`src/bale_pkg.sv`:
```
`timescale 1ns / 1ps
// ----------------------------------------------------------------------------
// bale_pkg
// Shared codes, types and constants of the bounded array list engine.
// ----------------------------------------------------------------------------
package bale_pkg;

  // request codes
  localparam logic [2:0] FN_INSERT   = 3'd0;
  localparam logic [2:0] FN_DELETE   = 3'd1;
  localparam logic [2:0] FN_LOCATE   = 3'd2;
  localparam logic [2:0] FN_RETRIEVE = 3'd3;
  localparam logic [2:0] FN_SORTED   = 3'd4;

  // result status codes
  localparam logic [1:0] ST_DONE  = 2'd0;
  localparam logic [1:0] ST_FULL  = 2'd1;
  localparam logic [1:0] ST_RANGE = 2'd2;

  // cells are searched in groups of this size
  localparam int GRP_SIZE = 16;
  localparam int GRP_IW   = 4;

  typedef enum logic [1:0] {
    CELL_HOLD,
    CELL_INS,
    CELL_DEL
  } cell_op_t;

  // registered search result of one group of cells
  typedef struct packed {
    logic        any_eq;
    logic [3:0]  eq_idx;
    logic        any_gt;
    logic [3:0]  gt_idx;
    logic [31:0] rd;
  } grp_res_t;

endpackage

```
`src/bale_cell.sv`:
```
`timescale 1ns / 1ps
// ----------------------------------------------------------------------------
// bale_cell
// One list slot: holds an entry, compares it with the request value and
// takes its neighbor's entry when the list shifts.
// ----------------------------------------------------------------------------
module bale_cell #(
  parameter int IDX = 0,
  parameter int IW  = 4,
  parameter int CW  = 5
) (
  input  logic                clk,
  input  bale_pkg::cell_op_t  op,
  input  logic [IW-1:0]       k,
  input  logic [CW-1:0]       count,
  input  logic signed [31:0]  value,
  input  logic [3:0]          pos,
  input  logic [31:0]         prev_entry,
  input  logic [31:0]         next_entry,
  output logic [31:0]         entry,
  output logic                eq,
  output logic                gt,
  output logic [31:0]         rd
);

  logic occupied;

  assign occupied = int'(count) > IDX;

  always_ff @(posedge clk) begin
    eq <= occupied && (entry == value);
    gt <= occupied && ($signed(entry) > value);
    rd <= (occupied && int'(pos) == IDX) ? entry : '0;
  end

  always_ff @(posedge clk) begin
    case (op)
      bale_pkg::CELL_INS: begin
        if (IDX > int'(k)) begin
          entry <= prev_entry;
        end else if (IDX == int'(k)) begin
          entry <= value;
        end
      end
      bale_pkg::CELL_DEL: begin
        if (IDX >= int'(k)) begin
          entry <= next_entry;
        end
      end
      default: begin
      end
    endcase
  end

endmodule

```
`src/bale_grp.sv`:
```
`timescale 1ns / 1ps
// ----------------------------------------------------------------------------
// bale_grp
// Priority search over one group of cells: first equal entry, first larger
// entry, and the retrieved entry, all registered.
// ----------------------------------------------------------------------------
module bale_grp (
  input  logic                                   clk,
  input  logic [bale_pkg::GRP_SIZE-1:0]          eq,
  input  logic [bale_pkg::GRP_SIZE-1:0]          gt,
  input  logic [bale_pkg::GRP_SIZE-1:0][31:0]    rd,
  output bale_pkg::grp_res_t                     res
);

  bale_pkg::grp_res_t res_next;

  always_comb begin
    res_next = '0;
    // walk down so the lowest hit wins
    for (int i = bale_pkg::GRP_SIZE - 1; i >= 0; i--) begin
      if (eq[i]) begin
        res_next.any_eq = 1'b1;
        res_next.eq_idx = bale_pkg::GRP_IW'(i);
      end
      if (gt[i]) begin
        res_next.any_gt = 1'b1;
        res_next.gt_idx = bale_pkg::GRP_IW'(i);
      end
    end
    for (int i = 0; i < bale_pkg::GRP_SIZE; i++) begin
      res_next.rd = res_next.rd | rd[i];
    end
  end

  always_ff @(posedge clk) begin
    res <= res_next;
  end

endmodule

```
`src/bounded_array_list_engine_core.sv`:
```
`timescale 1ns / 1ps
// ----------------------------------------------------------------------------
// bounded_array_list_engine_core
// Bounded list of signed 32-bit entries kept in a row of shifting cells.
// ----------------------------------------------------------------------------
// After the request transfer come cell compare, group priority search, group
// select, then apply (shift the cells, update the count, load the result
// register). A new request is taken in the cycle after the previous one has
// been applied, so the core holds one request at a time; a stalled output
// holds the apply step until the result register frees up. Entries are not
// cleared by reset; only slots below the count are ever compared or read.
module bounded_array_list_engine_core #(
  parameter int CAPACITY = 16
) (
  input  logic               clk,
  input  logic               rst,
  input  logic               in_valid,
  output logic               in_stall,
  input  logic [2:0]         func,
  input  logic signed [31:0] value,
  input  logic [3:0]         position,
  output logic               out_valid,
  input  logic               out_stall,
  output logic [1:0]         status,
  output logic               found,
  output logic [3:0]         index,
  output logic signed [31:0] read_value,
  output logic [4:0]         length
);

  localparam int IW = $clog2(CAPACITY);
  localparam int CW = $clog2(CAPACITY + 1);
  localparam int GS = bale_pkg::GRP_SIZE;
  localparam int NG = (CAPACITY + GS - 1) / GS;

  typedef enum logic [2:0] {
    S_IDLE,
    S_CMP,
    S_GRP,
    S_SEL,
    S_APPLY
  } state_t;

  state_t              state;
  logic [2:0]          req_func;
  logic signed [31:0]  req_value;
  logic [3:0]          req_pos;
  logic [CW-1:0]       count;

  logic [31:0]         ent [CAPACITY];
  logic [NG*GS-1:0]    eq_v;
  logic [NG*GS-1:0]    gt_v;
  logic [NG*GS-1:0][31:0] rd_v;
  bale_pkg::grp_res_t  grp [NG];

  // select stage
  logic                loc_hit, loc_hit_next;
  logic [IW-1:0]       loc_idx, loc_idx_next;
  logic                gt_hit, gt_hit_next;
  logic [IW-1:0]       gt_idx, gt_idx_next;
  logic [31:0]         sel_rd, sel_rd_next;

  // apply stage
  bale_pkg::cell_op_t  op;
  logic [IW-1:0]       k;
  logic [CW-1:0]       count_next;
  logic [1:0]          status_next;
  logic                found_next;
  logic [IW-1:0]       index_next;
  logic [31:0]         read_next;
  logic                apply;
  logic [CW+3:0]       pos_x;
  logic [CW+3:0]       cnt_x;
  logic [IW+3:0]       pos_k;
  logic [IW+3:0]       index_x;
  logic [CW+4:0]       length_x;
  logic                full;

  assign in_stall = (state != S_IDLE);
  assign apply    = (state == S_APPLY) && (!out_valid || !out_stall);

  // cell row
  for (genvar i = 0; i < CAPACITY; i++) begin : g_cell
    logic [31:0] prev_e;
    logic [31:0] next_e;
    if (i == 0) begin : g_first
      assign prev_e = req_value;
    end else begin : g_mid
      assign prev_e = ent[i-1];
    end
    if (i == CAPACITY - 1) begin : g_last
      assign next_e = '0;
    end else begin : g_body
      assign next_e = ent[i+1];
    end
    bale_cell #(
      .IDX (i),
      .IW  (IW),
      .CW  (CW)
    ) u_cell (
      .clk        (clk),
      .op         (op),
      .k          (k),
      .count      (count),
      .value      (req_value),
      .pos        (req_pos),
      .prev_entry (prev_e),
      .next_entry (next_e),
      .entry      (ent[i]),
      .eq         (eq_v[i]),
      .gt         (gt_v[i]),
      .rd         (rd_v[i])
    );
  end

  for (genvar i = CAPACITY; i < NG * GS; i++) begin : g_pad
    assign eq_v[i] = 1'b0;
    assign gt_v[i] = 1'b0;
    assign rd_v[i] = '0;
  end

  for (genvar g = 0; g < NG; g++) begin : g_grp
    bale_grp u_grp (
      .clk (clk),
      .eq  (eq_v[g*GS +: GS]),
      .gt  (gt_v[g*GS +: GS]),
      .rd  (rd_v[g*GS +: GS]),
      .res (grp[g])
    );
  end

  always_comb begin
    loc_hit_next = 1'b0;
    loc_idx_next = '0;
    gt_hit_next  = 1'b0;
    gt_idx_next  = '0;
    sel_rd_next  = '0;
    for (int g = NG - 1; g >= 0; g--) begin
      if (grp[g].any_eq) begin
        loc_hit_next = 1'b1;
        loc_idx_next = IW'(g * GS + int'(grp[g].eq_idx));
      end
      if (grp[g].any_gt) begin
        gt_hit_next = 1'b1;
        gt_idx_next = IW'(g * GS + int'(grp[g].gt_idx));
      end
    end
    for (int g = 0; g < NG; g++) begin
      sel_rd_next = sel_rd_next | grp[g].rd;
    end
  end

  always_ff @(posedge clk) begin
    loc_hit <= loc_hit_next;
    loc_idx <= loc_idx_next;
    gt_hit  <= gt_hit_next;
    gt_idx  <= gt_idx_next;
    sel_rd  <= sel_rd_next;
  end

  always_comb begin
    pos_x       = (CW+4)'(req_pos);
    cnt_x       = (CW+4)'(count);
    pos_k       = (IW+4)'(req_pos);
    full        = (count == CW'(CAPACITY));
    op          = bale_pkg::CELL_HOLD;
    k           = '0;
    count_next  = count;
    status_next = bale_pkg::ST_DONE;
    found_next  = 1'b0;
    index_next  = '0;
    read_next   = '0;
    case (req_func)
      bale_pkg::FN_INSERT: begin
        if (pos_x > cnt_x) begin
          status_next = bale_pkg::ST_RANGE;
        end else if (full) begin
          status_next = bale_pkg::ST_FULL;
        end else begin
          op         = bale_pkg::CELL_INS;
          k          = pos_k[IW-1:0];
          count_next = count + CW'(1);
        end
      end
      bale_pkg::FN_DELETE: begin
        if (pos_x >= cnt_x) begin
          status_next = bale_pkg::ST_RANGE;
        end else begin
          op         = bale_pkg::CELL_DEL;
          k          = pos_k[IW-1:0];
          count_next = count - CW'(1);
        end
      end
      bale_pkg::FN_LOCATE: begin
        found_next = loc_hit;
        index_next = loc_hit ? loc_idx : '0;
      end
      bale_pkg::FN_RETRIEVE: begin
        if (pos_x >= cnt_x) begin
          status_next = bale_pkg::ST_RANGE;
        end else begin
          read_next = sel_rd;
        end
      end
      bale_pkg::FN_SORTED: begin
        if (full) begin
          status_next = bale_pkg::ST_FULL;
        end else begin
          // no larger entry: append at the end
          op         = bale_pkg::CELL_INS;
          k          = gt_hit ? gt_idx : count[IW-1:0];
          index_next = k;
          count_next = count + CW'(1);
        end
      end
      default: begin
      end
    endcase
    if (!apply) begin
      op = bale_pkg::CELL_HOLD;
    end
    index_x  = (IW+4)'(index_next);
    length_x = (CW+5)'(count_next);
  end

  always_ff @(posedge clk) begin
    if (rst) begin
      state     <= S_IDLE;
      count     <= '0;
      out_valid <= 1'b0;
    end else begin
      if (out_valid && !out_stall) begin
        out_valid <= 1'b0;
      end
      case (state)
        S_IDLE: begin
          if (in_valid) begin
            req_func  <= func;
            req_value <= value;
            req_pos   <= position;
            state     <= S_CMP;
          end
        end
        S_CMP: begin
          state <= S_GRP;
        end
        S_GRP: begin
          state <= S_SEL;
        end
        S_SEL: begin
          state <= S_APPLY;
        end
        S_APPLY: begin
          if (apply) begin
            count      <= count_next;
            out_valid  <= 1'b1;
            status     <= status_next;
            found      <= found_next;
            index      <= index_x[3:0];
            read_value <= read_next;
            length     <= length_x[4:0];
            state      <= S_IDLE;
          end
        end
        default: begin
          state <= S_IDLE;
        end
      endcase
    end
  end

`ifndef SYNTHESIS
  a_count_bound: assert property (@(posedge clk) disable iff (rst)
    int'(count) <= CAPACITY)
    else $error("entry count beyond capacity");

  a_count_step: assert property (@(posedge clk) disable iff (rst)
    (!$past(rst) && count != $past(count)) |->
      (count == $past(count) + CW'(1) || count + CW'(1) == $past(count)))
    else $error("entry count moved by more than one");

  a_count_on_apply: assert property (@(posedge clk) disable iff (rst)
    (!$past(rst) && count != $past(count)) |-> $past(state == S_APPLY))
    else $error("entry count changed outside apply");

  a_full_status: assert property (@(posedge clk) disable iff (rst)
    (out_valid && status == bale_pkg::ST_FULL) |-> count == CW'(CAPACITY))
    else $error("full status reported on a list that is not full");

  a_no_accept_busy: assert property (@(posedge clk) disable iff (rst)
    (state == S_APPLY && out_valid && out_stall) |=> state == S_APPLY)
    else $error("apply step left while the result register was held");
`endif

endmodule
```
`config.mk`:
```
export PLATFORM = sky130hd
export DESIGN_NAME = bounded_array_list_engine_core
export DESIGN_NICKNAME = d
export VERILOG_FILES = /design/src/bale_pkg.sv /design/src/bale_cell.sv /design/src/bale_grp.sv /design/src/bounded_array_list_engine_core.sv
export SDC_FILE = /design/constraint.sdc
export NUM_CORES = 2
export LEC_CHECK = 0
export BUFFER_PORTS_ARGS = -buffer_cell sky130_fd_sc_hd__buf_2
export CELL_PAD_IN_SITES_DETAIL_PLACEMENT = 1
export CELL_PAD_IN_SITES_GLOBAL_PLACEMENT = 1
export CORE_MARGIN = 2
export CORE_UTILIZATION = 30
export CTS_BUF_LIST = sky130_fd_sc_hd__clkbuf_4 sky130_fd_sc_hd__clkbuf_8
export DETAILED_ROUTE_END_ITERATION = 8
export PLACE_DENSITY = 0.59
export SLEW_MARGIN = 10
export SYNTH_ARGS = -nofsm -noshare
export SYNTH_HDL_FRONTEND = slang
export SYNTH_SLANG_ARGS = --single-unit
```
`constraint.sdc`:
```
create_clock -name clk -period 14.3 [get_ports clk]
set_input_delay 2.145 -clock clk [delete_from_list [all_inputs] [get_ports clk]]
set_output_delay 2.145 -clock clk [all_outputs]
set_load 0.005 [all_outputs]
```
==> flow_metrics.env <==
export IMPL_max_freq_mhz=168
export IMPL_cp_slowest_stage_delay_ns=0.89
export IMPL_worst_pin_slew_ns=1.39
export IMPL_cp_slowest_cell="buf_4"
export IMPL_syn_inst=5644
export IMPL_startpoint_type="flip-flop"
export IMPL_area_growth_pct=15.1
export IMPL_status="finished, final reports clean"
export IMPL_port_buffers=88
export IMPL_synth_top_area_share_pct=30.3
export IMPL_start_util_pct=30.3
export IMPL_postRouteAntennaNets=0
export IMPL_r2r_end="g_cell[7].u_cell.entry[8]"
export IMPL_finalSetupViolCount=0
export IMPL_placed_cells_incl_taps=8179
export IMPL_period_minus_slack_ns=5.95
export IMPL_fin_cells=8612
export IMPL_maxSlewViolCount=0
export IMPL_avgSynthCellArea_um2=10.5
export IMPL_arrival_ns=6.76
export IMPL_final_nets=6345
export IMPL_finalCritPeriodShare_pct=41.6
export IMPL_power_total_mw=7.95
export IMPL_dieArea_um2=200000
export IMPL_dr_pass1_iters=6
export IMPL_worstHoldStart="g_grp[0].u_grp.res[10]"
export IMPL_worstReg2RegStart="count[2]"
export IMPL_rr_worst_depth=12
export IMPL_p_leak_nw=26.2
export IMPL_hp_class="reg -> reg"
export IMPL_insertion_delay_ns=1.01
export IMPL_dieHeight_um=448
export IMPL_grt_pass1_vias=47900
export IMPL_power_density_nw_per_um2=117
export IMPL_clock_sinks=1232
export IMPL_htree_levels=4
export IMPL_grt_ovfl_total=0
export IMPL_drive_gt1_share_pct=12.1
export IMPL_hold_violations=0
export IMPL_finalSetupTns_ns=0
export IMPL_fillers=21700
export IMPL_wl_per_cell_um=28.9
export IMPL_drt_total_wl_um=249000
export IMPL_ys_top_cells_by_area="edfxtp_1, dfxtp_1, ha_1"
export IMPL_finalClockSkew_ns=0.0639
export IMPL_synthFlopType="dfxtp_1"
export IMPL_antenna_found_initial=27
export IMPL_drc=0
export IMPL_worstSetupStartpoint="count[2]"
export IMPL_register_area_um2=30600
export IMPL_final_util_pct=34.8
export IMPL_pre_cts_ws_ns=8.10
export IMPL_placed_area_um2=62800
export IMPL_ios=89
export IMPL_critPathKind="reg -> reg"
export IMPL_num_vias=47500
export IMPL_multi_input_area_um2=26900
export IMPL_syn_area_um2=59100
export IMPL_gp_congestion=0.885
export IMPL_synth_edf_count=595
export IMPL_rows=162
export IMPL_endpoint_kind="flip-flop"
export IMPL_cts_buffers=221
export IMPL_syn_nets=6211
export IMPL_crit_family="buffers and inverters"
export IMPL_cts_setup_buffers=0
export IMPL_critPathBufInv=3
export IMPL_grt_first_pass_wirelength_um=353000
export IMPL_crit_end="g_cell[7].u_cell.entry[8]"
export IMPL_path_clk_slew_ns=0.06
export IMPL_rsz0062_at_grt="no"
export IMPL_globalRouteTotalUtil_pct=24.5
export IMPL_ir_drop_v=0.0000784
export IMPL_post_cts_resized=0
export IMPL_cp_required_ns=15.10
export IMPL_worstPathCellList="inv_1 -> ha_1 -> and3b_1 -> and3_1 -> a211oi_1 -> nor2_1 -> nand2_1 -> ha_4 -> buf_12 -> buf_4 -> nor3_1 -> a221oi_1"
export IMPL_fin_area_um2=67900
export IMPL_seq_area_frac_synth_pct=51.9
export IMPL_yosysTopAreaCell="edfxtp_1"
export IMPL_path_depth=12
export IMPL_relSlewSlack_pct=6.42
export IMPL_yosysWarnings=0
export IMPL_cts_root_buf="clkbuf_8"
export IMPL_synthArstFlopShare_pct=0
export IMPL_r2r_slack_ns=8.35
export IMPL_path_max_fanout=231
export IMPL_fp_dieW_um=448
export IMPL_worst_slack_ns=8.35
export IMPL_cts_tree="built"
export IMPL_synth_most_common_cell="dfxtp_1"
export IMPL_synth_seq_cells=1232
export IMPL_ctsHoldBuffers=0
export IMPL_yosysUniqueCellTypes=80
export IMPL_via_per_inst=5.51
export IMPL_drt_iter0_markers=4637
export IMPL_synth_commonest_cells="dfxtp_1, nand2_1, edfxtp_1, ha_1, and2_1"
export IMPL_clk_path_buf_depth=3
export IMPL_drv_cap=0
export IMPL_grt_max_degree=245
export IMPL_dp_hpwl_um=167000
export IMPL_core_area_um2=195000
export IMPL_holdWs_ns=0.327
## area by class of cell
| type | count | area share, % |
|---|---|---|
| multi-input combinational | 3959 | 39.6 |
| timing repair buffer | 221 | 2.17 |
| clock inverter | 74 | 1.22 |
| sequential | 1232 | 45.1 |
| clock buffer | 348 | 6.32 |
| antenna | 11 | 0.0405 |
| tap | 2624 | 4.83 |
| inverter | 143 | 0.790 |
## report_power, final
part	switching, mW	total (mW)	internal [mW]
combinational	0.272	0.398	0.125
sequential	0.0304	3.73	3.70
clock	1.64	3.82	2.18
total	1.94	7.95	6.00
## kinds of logic after synthesis
family                     Yosys count  share of synthesized area, %
muxes                              302                          5.13
buffers and inverters              453                          3.30
adders and majority gates          524                          11.1
xor gates and xnor gates             1                        0.0148
AOI/OAI and AO/OA                 1142                          11.2
DFF                               1232                          51.9
and+or+nand+nor                   1990                          17.4
## cell usage in the layout, fill, tap and decap left out, drive strengths merged, types with 18 or more instances in the layout
cell / count
nor4: 226
edfxtp: 595
buf: 221
clkbuf: 348
a31oi: 18
o211ai: 20
nand4: 128
ha: 524
and2: 487
a21oi: 344
a211oi: 71
o21ai: 516
dfxtp: 637
clkinv: 50
nand3: 44
a21o: 38
nand2: 619
nor2b: 25
nor2: 181
inv: 153
nor3: 186
a221oi: 36
nand2b: 28
mux2i: 298
## how the worst min path moves through the flow
stage                 endpoint  slack (ns)  cells after the start
floorplan            sel_rd[0]        0.31                      0
global placement    sel_rd[24]        0.31                      0
detailed placement  sel_rd[31]        0.31                      0
CTS                 sel_rd[31]        0.33                      0
global route        sel_rd[10]        0.33                      0
finish              sel_rd[10]        0.33                      0
## sequential cells by signal, indices dropped and copies added, names as in the netlist, 5 cells and up
name / count
sel_rd: 32
read_value: 32
g_cell.u_cell.rd: 512
length: 5
g_cell.u_cell.entry: 512
count: 5
g_cell.u_cell.gt: 16
g_cell.prev_e: 32
g_grp.u_grp.res: 42
g_cell.u_cell.eq: 16
## worst reg2reg max path: cells and delay by family, from the launching register on
family	cells	cell delay, ns
adder cells (fa/ha/maj)	2	1.02
AND/OR/NAND/NOR	5	1.14
flip-flops	1	0.69
AO/OA/AOI/OAI	2	0.86
buffers and inverters	3	2.06
## layer usage
metal,track usage (%),share of wire [%],vias to the layer above
li1,-,-,21000
met1,33.3,44,24300
met2,38.5,45,1827
met3,4.17,7.1,416
met4,10.3,4.3,6
met5,0,0.086,-
Power figures use the tool's default switching activity.
